==> config.mk <==
export PLATFORM = sky130hd
export DESIGN_NAME = pausable_minute_countdown_timer
export DESIGN_NICKNAME = d
export VERILOG_FILES = /design/src/design/pmct_pkg.sv /design/src/design/pmct_csr.sv /design/src/design/pmct_core.sv /design/src/design/pmct_div_stage.sv /design/src/design/pausable_minute_countdown_timer.sv
export SDC_FILE = /design/constraint.sdc
export NUM_CORES = 2
export LEC_CHECK = 0
export BUFFER_PORTS_ARGS = -buffer_cell sky130_fd_sc_hd__buf_2
export CAP_MARGIN = 30
export CORE_MARGIN = 3
export CORE_UTILIZATION = 43
export CTS_CLUSTER_SIZE = 24
export DETAILED_ROUTE_END_ITERATION = 8
export SKIP_CTS_REPAIR_TIMING = 1
export SYNTH_ARGS = -nofsm -noshare
export SYNTH_HDL_FRONTEND = slang
export SYNTH_HIERARCHICAL = 1
export SYNTH_SLANG_ARGS = --single-unit
==> constraint.sdc <==
create_clock -name clock -period 9.9 [get_ports clock]
set_input_delay 1.98 -clock clock [delete_from_list [all_inputs] [get_ports clock]]
set_output_delay 1.98 -clock clock [all_outputs]
set_load 0.005 [all_outputs]
==> src/design/pmct_pkg.sv <==
// Types and constants for the pausable minute countdown timer.
`timescale 1ns / 1ps
`default_nettype none

package pmct_pkg;

   localparam int unsigned QUOT_W = 10;   // minutes_left width
   localparam int unsigned REM_W  = 46;   // stored remaining nanoseconds
   localparam int unsigned CSR_ADDR_W = 3;
   localparam int unsigned ROUND_STAGES = 2;   // estimate, then correction

   localparam logic [63:0] NS_PER_MIN = 64'd60_000_000_000;
   localparam logic [63:0] REMAIN_CAP = 64'd61_380_000_000_000;
   localparam logic [9:0]  MAX_MINUTES_RESET = 10'd99;

   // one minute is MIN_ODD << MIN_POW2 nanoseconds
   localparam int unsigned      MIN_POW2 = 11;
   localparam int unsigned      ODD_W    = REM_W - MIN_POW2;
   localparam logic [ODD_W-1:0] MIN_ODD  = 35'd29_296_875;
   localparam logic [REM_W-1:0] MIN_NS   = 46'd60_000_000_000;

   // minute rounding: ceil(x / one minute) = floor((x + CEIL_BIAS) / one minute),
   // estimated from the upper bits times floor(2^56 / one minute)
   localparam logic [REM_W-1:0]   CEIL_BIAS = 46'd59_999_999_999;
   localparam int unsigned        EST_SHIFT = 20;
   localparam int unsigned        RECIP_W   = 21;
   localparam int unsigned        PROD_W    = 46;
   localparam int unsigned        EST_POS   = 36;
   localparam logic [RECIP_W-1:0] MIN_RECIP = 21'd1_200_959;

   // register index (paddr above the byte offset)
   localparam logic [CSR_ADDR_W-3:0] REG_MAX_MINUTES = '0;

   // commands
   localparam logic [3:0] CMD_UP             = 4'd0;
   localparam logic [3:0] CMD_DOWN           = 4'd1;
   localparam logic [3:0] CMD_TOGGLE         = 4'd2;
   localparam logic [3:0] CMD_UPDATE         = 4'd3;
   localparam logic [3:0] CMD_RESET          = 4'd4;
   localparam logic [3:0] CMD_RESET_FEEDBACK = 4'd5;
   localparam logic [3:0] CMD_SHOW_EXPIRED   = 4'd6;
   localparam logic [3:0] CMD_CLEAR_FEEDBACK = 4'd7;
   localparam logic [3:0] CMD_SOUND_DONE     = 4'd8;

   // run status
   localparam logic [1:0] ST_EMPTY   = 2'd0;
   localparam logic [1:0] ST_SET     = 2'd1;
   localparam logic [1:0] ST_RUNNING = 2'd2;
   localparam logic [1:0] ST_PAUSED  = 2'd3;

   // feedback / display codes
   localparam logic [1:0] FB_EMPTY   = 2'd0;
   localparam logic [1:0] FB_ACTIVE  = 2'd1;
   localparam logic [1:0] FB_RESET   = 2'd2;
   localparam logic [1:0] FB_EXPIRED = 2'd3;

   // toggle outcomes
   localparam logic [2:0] TR_NONE    = 3'd0;
   localparam logic [2:0] TR_STARTED = 3'd1;
   localparam logic [2:0] TR_EXPIRED = 3'd2;
   localparam logic [2:0] TR_PAUSED  = 3'd3;
   localparam logic [2:0] TR_RESUMED = 3'd4;

   // sound_done outcomes
   localparam logic [1:0] FA_NONE   = 2'd0;
   localparam logic [1:0] FA_ARM    = 2'd1;
   localparam logic [1:0] FA_CANCEL = 2'd2;

   typedef struct packed {
      logic              accepted;
      logic [2:0]        transition;
      logic [1:0]        feedback_action;
      logic [1:0]        display_code;
      logic [REM_W-1:0]  remaining;
      logic [REM_W-1:0]  round_sum;   // remaining plus one minute less one ns
      logic [QUOT_W-1:0] minutes;
   } pmct_item_type;

endpackage

`default_nettype wire

==> src/design/pmct_csr.sv <==
// Configuration register block: max_minutes behind an APB-style port.
`timescale 1ns / 1ps
`default_nettype none

module pmct_csr
   import pmct_pkg::*;
(
   input  wire logic                  clock,
   input  wire logic                  reset,
   input  wire logic                  csr_psel,
   input  wire logic                  csr_penable,
   input  wire logic                  csr_pwrite,
   input  wire logic [CSR_ADDR_W-1:0] csr_paddr,
   input  wire logic [31:0]           csr_pwdata,
   output logic      [31:0]           csr_prdata,
   output logic                       csr_pready,
   output logic      [9:0]            max_minutes
);

   logic [9:0] max_minutes_ff;
   logic       sel_max;
   logic       wr_en;

   assign sel_max    = (csr_paddr[CSR_ADDR_W-1:2] == REG_MAX_MINUTES);
   assign csr_pready = 1'b1;
   assign wr_en      = csr_psel && csr_penable && csr_pwrite && csr_pready;

   always_ff @(posedge clock) begin
      if (reset) begin
         max_minutes_ff <= MAX_MINUTES_RESET;
      end else if (wr_en && sel_max) begin
         max_minutes_ff <= csr_pwdata[9:0];
      end
   end

   assign csr_prdata  = sel_max ? {22'd0, max_minutes_ff} : 32'd0;
   assign max_minutes = max_minutes_ff;

endmodule

`default_nettype wire

==> src/design/pmct_core.sv <==
// Timer state and per-event step logic with its result register.
`timescale 1ns / 1ps
`default_nettype none

module pmct_core
   import pmct_pkg::*;
(
   input  wire logic          clock,
   input  wire logic          reset,
   input  wire logic          in_valid,
   output logic               in_ready,
   input  wire logic [3:0]    command,
   input  wire logic [63:0]   now_ns,
   input  wire logic          sound_ok,
   input  wire logic [9:0]    max_minutes,
   output logic               out_valid,
   input  wire logic          out_ready,
   output pmct_item_type      out_item
);

   logic [1:0]        status_ff,   status_in;
   logic [REM_W-1:0]  rem_ff,      rem_in;
   logic [63:0]       deadline_ff, deadline_in;
   logic [1:0]        fb_ff,       fb_in;
   // whole minutes stored; meaningful while empty or set
   logic [QUOT_W-1:0] count_ff,    count_in;
   logic              valid_ff;
   pmct_item_type     item_ff,     item_in;

   logic              accept;
   logic              expired;
   logic [63:0]       diff;
   logic [REM_W-1:0]  diff_cap;
   logic [63:0]       start_deadline;
   logic              can_adjust;
   logic              adj_ok;
   logic [QUOT_W-1:0] adj_count;
   logic [ODD_W-1:0]  adj_prod;
   logic [REM_W-1:0]  adj_rem;
   logic              acc;
   logic [2:0]        trans;
   logic [1:0]        fact;

   assign in_ready = !valid_ff || out_ready;
   assign accept   = in_valid && in_ready;

   assign expired        = (now_ns >= deadline_ff);
   assign diff           = deadline_ff - now_ns;
   assign diff_cap       = (diff > REMAIN_CAP) ? REMAIN_CAP[REM_W-1:0] : diff[REM_W-1:0];
   assign start_deadline = now_ns + 64'(rem_ff);

   assign can_adjust = (status_ff == ST_EMPTY) || (status_ff == ST_SET);
   assign adj_ok     = can_adjust && ((command == CMD_UP) ? (count_ff < max_minutes)
                                                          : (count_ff != '0));
   assign adj_count  = (command == CMD_UP) ? count_ff + 1'b1 : count_ff - 1'b1;
   assign adj_prod   = ODD_W'(adj_count) * MIN_ODD;
   assign adj_rem    = {adj_prod, {MIN_POW2{1'b0}}};

   always_comb begin
      status_in   = status_ff;
      rem_in      = rem_ff;
      deadline_in = deadline_ff;
      fb_in       = fb_ff;
      count_in    = count_ff;
      acc         = 1'b0;
      trans       = TR_NONE;
      fact        = FA_NONE;
      unique case (command)
         CMD_UP, CMD_DOWN: begin
            if (adj_ok) begin
               acc         = 1'b1;
               count_in    = adj_count;
               rem_in      = adj_rem;
               deadline_in = '0;
               status_in   = (adj_count != '0) ? ST_SET : ST_EMPTY;
               fb_in       = FB_EMPTY;
            end
         end
         CMD_TOGGLE: begin
            if (rem_ff != '0) begin
               unique case (status_ff)
                  ST_SET, ST_PAUSED: begin
                     deadline_in = start_deadline;
                     status_in   = ST_RUNNING;
                     trans       = (status_ff == ST_SET) ? TR_STARTED : TR_RESUMED;
                  end
                  ST_RUNNING: begin
                     if (expired) begin
                        status_in   = ST_EMPTY;
                        rem_in      = '0;
                        deadline_in = '0;
                        count_in    = '0;
                        trans       = TR_EXPIRED;
                     end else begin
                        rem_in      = diff_cap;
                        deadline_in = '0;
                        status_in   = ST_PAUSED;
                        trans       = TR_PAUSED;
                     end
                  end
                  default: begin
                  end
               endcase
            end
         end
         CMD_UPDATE: begin
            if (status_ff == ST_RUNNING) begin
               if (expired) begin
                  status_in   = ST_EMPTY;
                  rem_in      = '0;
                  deadline_in = '0;
                  count_in    = '0;
                  acc         = 1'b1;
               end else begin
                  rem_in = diff_cap;
               end
            end
         end
         CMD_RESET, CMD_SHOW_EXPIRED: begin
            status_in   = ST_EMPTY;
            rem_in      = '0;
            deadline_in = '0;
            count_in    = '0;
            fb_in       = (command == CMD_RESET) ? FB_EMPTY : FB_EXPIRED;
         end
         CMD_RESET_FEEDBACK: begin
            if (status_ff != ST_EMPTY) begin
               status_in   = ST_EMPTY;
               rem_in      = '0;
               deadline_in = '0;
               count_in    = '0;
               fb_in       = FB_RESET;
               acc         = 1'b1;
            end
         end
         CMD_CLEAR_FEEDBACK: begin
            fb_in = FB_EMPTY;
         end
         CMD_SOUND_DONE: begin
            if (fb_ff == FB_EXPIRED) begin
               if (sound_ok) begin
                  fb_in = FB_EMPTY;
                  fact  = FA_CANCEL;
               end else begin
                  fact  = FA_ARM;
               end
            end
         end
         default: begin
         end
      endcase
   end

   always_comb begin
      item_in                 = '0;
      item_in.accepted        = acc;
      item_in.transition      = trans;
      item_in.feedback_action = fact;
      item_in.display_code    = (status_in != ST_EMPTY) ? FB_ACTIVE : fb_in;
      item_in.remaining       = rem_in;
   end

   always_ff @(posedge clock) begin
      if (reset) begin
         status_ff   <= ST_EMPTY;
         rem_ff      <= '0;
         deadline_ff <= '0;
         fb_ff       <= FB_EMPTY;
         count_ff    <= '0;
         valid_ff    <= 1'b0;
      end else begin
         if (accept) begin
            status_ff   <= status_in;
            rem_ff      <= rem_in;
            deadline_ff <= deadline_in;
            fb_ff       <= fb_in;
            count_ff    <= count_in;
         end
         if (in_ready) begin
            valid_ff <= in_valid;
         end
      end
   end

   always_ff @(posedge clock) begin
      if (accept) begin
         item_ff <= item_in;
      end
   end

   assign out_valid = valid_ff;
   assign out_item  = item_ff;

endmodule

`default_nettype wire

==> src/design/pmct_div_stage.sv <==
// One stage of the minute rounding: reciprocal estimate or the final correction step.
`timescale 1ns / 1ps
`default_nettype none

module pmct_div_stage
   import pmct_pkg::*;
#(
   parameter bit CORRECT = 1'b0
) (
   input  wire logic          clock,
   input  wire logic          reset,
   input  wire logic          in_valid,
   output logic               in_ready,
   input  wire pmct_item_type in_item,
   output logic               out_valid,
   input  wire logic          out_ready,
   output pmct_item_type      out_item
);

   logic          valid_ff;
   pmct_item_type item_ff, item_in;

   if (!CORRECT) begin : g_estimate
      logic [REM_W-1:0]  sum;
      logic [PROD_W-1:0] prod;

      // ceiling taken as a floor; the upper bits times 2^56 / one minute land
      // on the quotient or one below it
      assign sum  = in_item.remaining + CEIL_BIAS;
      assign prod = PROD_W'(sum[REM_W-1:EST_SHIFT]) * PROD_W'(MIN_RECIP);

      always_comb begin
         item_in           = in_item;
         item_in.round_sum = sum;
         item_in.minutes   = prod[EST_POS +: QUOT_W];
      end
   end else begin : g_correct
      logic [ODD_W-1:0] base;
      logic [REM_W-1:0] excess;
      logic             carry;

      assign base   = ODD_W'(in_item.minutes) * MIN_ODD;
      assign excess = in_item.round_sum - {base, {MIN_POW2{1'b0}}};
      assign carry  = (excess >= MIN_NS);

      always_comb begin
         item_in         = in_item;
         item_in.minutes = in_item.minutes + QUOT_W'(carry);
      end
   end

   assign in_ready = !valid_ff || out_ready;

   always_ff @(posedge clock) begin
      if (reset) begin
         valid_ff <= 1'b0;
      end else if (in_ready) begin
         valid_ff <= in_valid;
      end
   end

   always_ff @(posedge clock) begin
      if (in_ready && in_valid) begin
         item_ff <= item_in;
      end
   end

   assign out_valid = valid_ff;
   assign out_item  = item_ff;

endmodule

`default_nettype wire

==> src/design/pausable_minute_countdown_timer.sv <==
// Top level of the pausable minute countdown timer.
//
// Events arrive on the req_ stream: req_tuser carries the command, req_tdata the
// current time in nanoseconds (bits 63:0) and the sound-finished flag (bit 64).
// Every accepted event yields exactly one result on the rsp_ stream, in order.
// The timer state is updated in the cycle the event is accepted; the result then
// passes through the step register and two rounding stages that turn the
// remaining time into whole minutes (reciprocal estimate, then one correction).
// Throughput: one event per cycle while rsp_tready is high; each of the three
// registers takes a new result whenever the one after it moves. Up to 3 results
// are held while rsp_tready is low; bubbles are squeezed out and req_tready only
// drops once all three hold a result. max_minutes is written through the csr_
// port (byte address 0); the user must do so only while no event is in flight,
// which the block does not enforce. Reset clears the timer to empty, the
// feedback code to none, max_minutes to 99 and empties the pipeline.
`timescale 1ns / 1ps
`default_nettype none

module pausable_minute_countdown_timer
   import pmct_pkg::*;
(
   input  wire logic                  clock,
   input  wire logic                  reset,
   input  wire logic                  req_tvalid,
   output logic                       req_tready,
   input  wire logic [71:0]           req_tdata,   // now_ns[63:0], sound_ok[64], zero pad
   input  wire logic [3:0]            req_tuser,   // command
   output logic                       rsp_tvalid,
   input  wire logic                  rsp_tready,
   // accepted[0], transition[3:1], feedback_action[5:4], display_code[7:6],
   // minutes_left[17:8], remaining_time[63:18]
   output logic      [63:0]           rsp_tdata,
   input  wire logic                  csr_psel,
   input  wire logic                  csr_penable,
   input  wire logic                  csr_pwrite,
   input  wire logic [CSR_ADDR_W-1:0] csr_paddr,
   input  wire logic [31:0]           csr_pwdata,
   output logic      [31:0]           csr_prdata,
   output logic                       csr_pready
);

   logic [9:0]    max_minutes;
   logic          stage_valid [ROUND_STAGES+1];
   logic          stage_ready [ROUND_STAGES+1];
   pmct_item_type stage_item  [ROUND_STAGES+1];
   pmct_item_type result;

   pmct_csr u_csr (
      .clock       (clock),
      .reset       (reset),
      .csr_psel    (csr_psel),
      .csr_penable (csr_penable),
      .csr_pwrite  (csr_pwrite),
      .csr_paddr   (csr_paddr),
      .csr_pwdata  (csr_pwdata),
      .csr_prdata  (csr_prdata),
      .csr_pready  (csr_pready),
      .max_minutes (max_minutes)
   );

   pmct_core u_core (
      .clock       (clock),
      .reset       (reset),
      .in_valid    (req_tvalid),
      .in_ready    (req_tready),
      .command     (req_tuser),
      .now_ns      (req_tdata[63:0]),
      .sound_ok    (req_tdata[64]),
      .max_minutes (max_minutes),
      .out_valid   (stage_valid[0]),
      .out_ready   (stage_ready[0]),
      .out_item    (stage_item[0])
   );

   pmct_div_stage #(
      .CORRECT (1'b0)
   ) u_estimate (
      .clock     (clock),
      .reset     (reset),
      .in_valid  (stage_valid[0]),
      .in_ready  (stage_ready[0]),
      .in_item   (stage_item[0]),
      .out_valid (stage_valid[1]),
      .out_ready (stage_ready[1]),
      .out_item  (stage_item[1])
   );

   pmct_div_stage #(
      .CORRECT (1'b1)
   ) u_correct (
      .clock     (clock),
      .reset     (reset),
      .in_valid  (stage_valid[1]),
      .in_ready  (stage_ready[1]),
      .in_item   (stage_item[1]),
      .out_valid (stage_valid[2]),
      .out_ready (stage_ready[2]),
      .out_item  (stage_item[2])
   );

   assign stage_ready[ROUND_STAGES] = rsp_tready;
   assign result                    = stage_item[ROUND_STAGES];
   assign rsp_tvalid                = stage_valid[ROUND_STAGES];
   assign rsp_tdata                 = {result.remaining, result.minutes, result.display_code,
                                       result.feedback_action, result.transition,
                                       result.accepted};

endmodule

`default_nettype wire

=== After elaboration in Yosys (flattened, before gate mapping) ===
Index checks and enable logic that the tools add are counted.

* Bits of input ports: 118
* Register bits after elaboration: 365

* Reduce and logical (&&, ||, !) cells: 29
* Add/sub/neg operators: 7
* Bitwise gates (word level): 1
* Equality and inequality tests: 18
* $lt $le $gt $ge: 4
* Mux-type cells: 47
* Multiply operators: 3

{| class="wikitable"
|+ Operator list
! kind !! count
|-
| $mux W64 || 5
|-
| $pmux W64 S5 || 1
|-
| $mux W46 || 6
|-
| $pmux W46 S5 || 1
|-
| $pmux W64 S2 || 1
|-
| $mul A10 B25 Y35 const B || 2
|-
| $mux W10 || 7
|-
| $add A64 B46 Y64 || 1
|-
| $ge A64 B64 Y1 || 1
|-
| $gt A64 B46 Y1 const B || 1
|-
| $sub A64 B64 Y64 || 1
|-
| $pmux W10 S5 || 1
|-
| $add A46 B36 Y46 const B || 1
|-
| $ge A46 B36 Y1 const B || 1
|-
| $mul A26 B21 Y46 const B || 1
|-
| $reduce_bool A46 Y1 || 1
|-
| $sub A46 B46 Y46 || 1
|-
| $mux W2 || 12
|-
| $pmux W2 S5 || 2
|-
| $reduce_bool A10 Y1 || 2
|-
| $eq A4 B3 Y1 const B || 4
|-
| $add A10 B1 Y10 || 1
|-
| $add A10 B1 Y10 const B || 1
|-
| $lt A10 B10 Y1 || 1
|-
| other kinds (25) || 53
|}

=== Longest topological paths before layout ===
* Word-level depth: 7
* Depth in mapped cells: 37

=== Cells and area by module ===
The synthesis kept the hierarchy.

{| class="wikitable"
|+ Modules (own cells, without submodules)
! module !! seq. area each (sq um) !! times used !! area each (sq um) !! cells an instance
|-
| pmct_core || 4124.0 || 1 || 20179.4 || 2544
|-
| pmct_div_stage at u_estimate || 3323.2 || 1 || 13010.0 || 1042
|-
| pmct_div_stage at u_correct || 3323.2 || 1 || 9854.5 || 911
|-
| pmct_csr || 200.2 || 1 || 680.7 || 80
|}

=== Worst setup path after synthesis ===
OpenSTA, ideal clock, no wires.

* Kind: input to register
* Start: input port req_tuser[3]
* End: register u_core.rem_ff[43]
* Buffers on the path: 1
* Library setup time: 0.125 ns
* Data arrival time: 10.048 ns
* Stages on the path: 36
* Slack: -0.273 ns
* Cells stage by stage: clkbuf_1 -> nor3_1 -> nand2_1 -> ha_1 -> a21o_1 -> a21oi_1 -> o21ai_0 -> a21o_1 -> a21o_1 -> a21o_1 -> a21oi_1 -> xnor2_1 -> inv_1 -> ha_1 -> inv_1 -> fa_1 -> inv_1 -> fa_1 -> inv_1 -> fa_1 -> inv_1 -> ha_1 -> ha_1 -> nand3_1 -> a211oi_1 -> o21bai_1 -> a21boi_0 -> o31ai_1 -> a31o_2 -> o311a_1 -> o21ai_0 -> o21a_1 -> nor2_1 -> xor2_1 -> nor2_1 -> o41a_1

* Word-level cells in the longest chain between the ends: 5
* Elaborated cells between the ends (all ways): 15

{| class="wikitable"
|+ RTL lines
! what !! line !! RTL
|-
| start: declaration || pausable_minute_countdown_timer.sv:27 || <nowiki>input wire logic [3:0] req_tuser,</nowiki>
|-
| $logic_not A4 Y1 || pmct_core.sv:53, pmct_core.sv:55, pmct_core.sv:68 ||
|-
| $mux W10 or $mux W1 (tied branches) || pmct_core.sv:55, pmct_core.sv:53 ||
|-
| $mul A10 B25 Y35 or $logic_and A1 B1 Y1 (tied branches) || pmct_core.sv:56, pmct_core.sv:53 ||
|-
| $mux W46 || pmct_core.sv:70 || <nowiki>if (adj_ok) begin</nowiki>
|-
| $pmux W46 S5 * || pmct_core.sv:68 || <nowiki>unique case (command)</nowiki>
|-
| end signal: assignment || pmct_core.sv:174 || <nowiki>rem_ff <= rem_in;</nowiki>
|-
| end: declaration || pmct_core.sv:22 || <nowiki>logic [REM_W-1:0] rem_ff, rem_in;</nowiki>
|}

Every way passes the cells marked *; elsewhere a longest branch is shown, timed or not.
A chain may end at the register's enable or synchronous reset.

=== Final worst setup path ===
* Start: input port req_tuser[3]
* End: register u_core.rem_ff[42]

Same word-level chain as after synthesis.

==> metrics.txt <==
status=finished, final reports clean; period utilization=0.945; Slew @ Worst Pin=1130 ps; initial DRC count=about 2,700; Initial Util=0.435; CTS sink count=~350; I/O pins=~220; Ys Warns=6; total track usage=0.243; DR pass1 iterations=6; Post-Synthesis Cell Area=approximately 41,000 um^2; relative slew slack=0.247; most frequent cells in the layout=631 x ha_1, 597 x inv_1, 338 x fa_1, 316 x a21oi_1, 281 x nor2_1; upper clock frequency limit=between 100 and 150 MHz; crit path max fanout=4; Setup WS pre-CTS=-73.7 ps; fin area=45,800 um^2; Syn Area/Cell=between 9 and 10 um^2; Slew Limit Fails=0; min Tclk post-route=around 9400 ps; commonest non-fill, non-tap cell in the layout=ha_1; Final Skew=about 60 ps; CTS tree=done; layout cell share with drive strength beyond 1=0.0902; area delta synth->final=10.4%; startpoint types=input port; Max clock buf depth=3; Hold Path Class=reg -> reg; first-pass GRT wire length=189,000 um; CP required=10,470 ps; RSZ-0062 raised after global routing=no; vias in the first global route=33,100; setup violators final=0; grt total ovfl=0; die footprint=100,000 um^2; Detailed Place HPWL=101,000 um; initial antenna violation count=5; Final WS setup=approximately 540 ps; Root Buffer Master=clkbuf_16; Die Ht=between 300 and 400 um; Core ar.=95,300 um^2; hold_ws=just over 400 ps; Final ANT Viol Nets=0; most used cell, CP=inv_1; CP arrival=just under 10,000 ps; Critical Path End Type=flip-flop; final RePlAce weighted congestion=slightly above 0.9; Crit path largest cell delay=between 500 and 600 ps; clk slew on worst S/H paths=about 60 ps; drt drc=0; CP max stage cell=fa_1; kind of critical path=in -> reg; # rows=between 100 and 150; H-tree depth=2; Placed Area=between 40,000 and 50,000 um^2; largest net degree at the start of global routing=~70; Max Cap Violations=0; DR vias/cell=between 5 and 6; CP delay by family, top=adder cells; wire per inst=between 20 and 25 um; Detailed Route WL=about 120,000 um; routed via count=33,500; Fin. Hold Viols=0; clock latency at the later pin of the worst-skew pair=roughly 630 ps; Post-Syn Instances=~4,400; nets=around 5,700; CTS Buf Count=44; Bufs and invs on worst path=10; Port Buffers=approximately 160; Die W=317 um
-- worst register-to-register path, delay by kind of cell (launching register included) --
| kind | cells | cell delay [ps] |
|---|---|---|
| XOR/XNOR | 3 | 570 |
| AND/OR/NAND/NOR | 9 | 1330 |
| adder cells (fa/ha/maj) | 9 | 3820 |
| flip-flops | 1 | 610 |
| AO/OA/AOI/OAI | 12 | 2730 |
-- flip-flops by register name (all words and copies together), names as in the netlist --
signal,cells
u_core/status_ff,2
u_correct/out_item,64
u_core/count_ff,10
u_core/out_item,54
u_csr/max_minutes,10
u_core/out_valid,1
u_core/deadline_ff,64
u_estimate/out_item,99
u_core/fb_ff,2
u_estimate/out_valid,1
u_core/rem_ff,46
u_correct/out_valid,1
-- per-stage QoR --
stage          setup TNS, ps  utilization  cells
2_1_floorplan              0            -   4463
3_3_place_gp           -29.7        0.464   5866
3_5_place_dp            -126        0.464   5871
4_1_cts                    0        0.480   5953
5_1_grt                    0        0.480   5955
6_report                   0        0.480   5956
-- final cells by class --
class                           count  area [um^2]
Multi-Input combinational cell   3374        29500
Timing Repair Buffer              282         1750
Antenna cell                        1         2.50
Sequential cell                   354         9260
Inverter                          598         2250
Tap cell                         1265         1580
Clock inverter                     31          344
Fill cell                        9190        49500
Clock buffer                       51         1130
-- worst paths after layout --
| kind | from | to | slack [ps] | cells past startpoint |
|---|---|---|---|---|
| hold reg to reg | u_estimate/out_item[72] | u_correct/out_item[72] | 410 | 0 |
| hold / removal | u_estimate/out_item[72] | u_correct/out_item[72] | 410 | 0 |
| setup / recovery | req_tuser[3] | u_core/rem_ff[42] | 540 | 38 |
| setup reg to reg | u_estimate/out_item[4] | u_correct/out_item[8] | 600 | 33 |
-- routing by layer --
| metal | share of wire | track usage |
|---|---|---|
| met5 | 0.00014 | 0 |
| met4 | 0.024 | 0.0605 |
| met3 | 0.076 | 0.0463 |
| met2 | 0.43 | 0.371 |
| met1 | 0.47 | 0.355 |
Power is left out: the tool's default activity adds up to more than one toggle a clock period on the data nets, which glitch-free logic cannot reach.
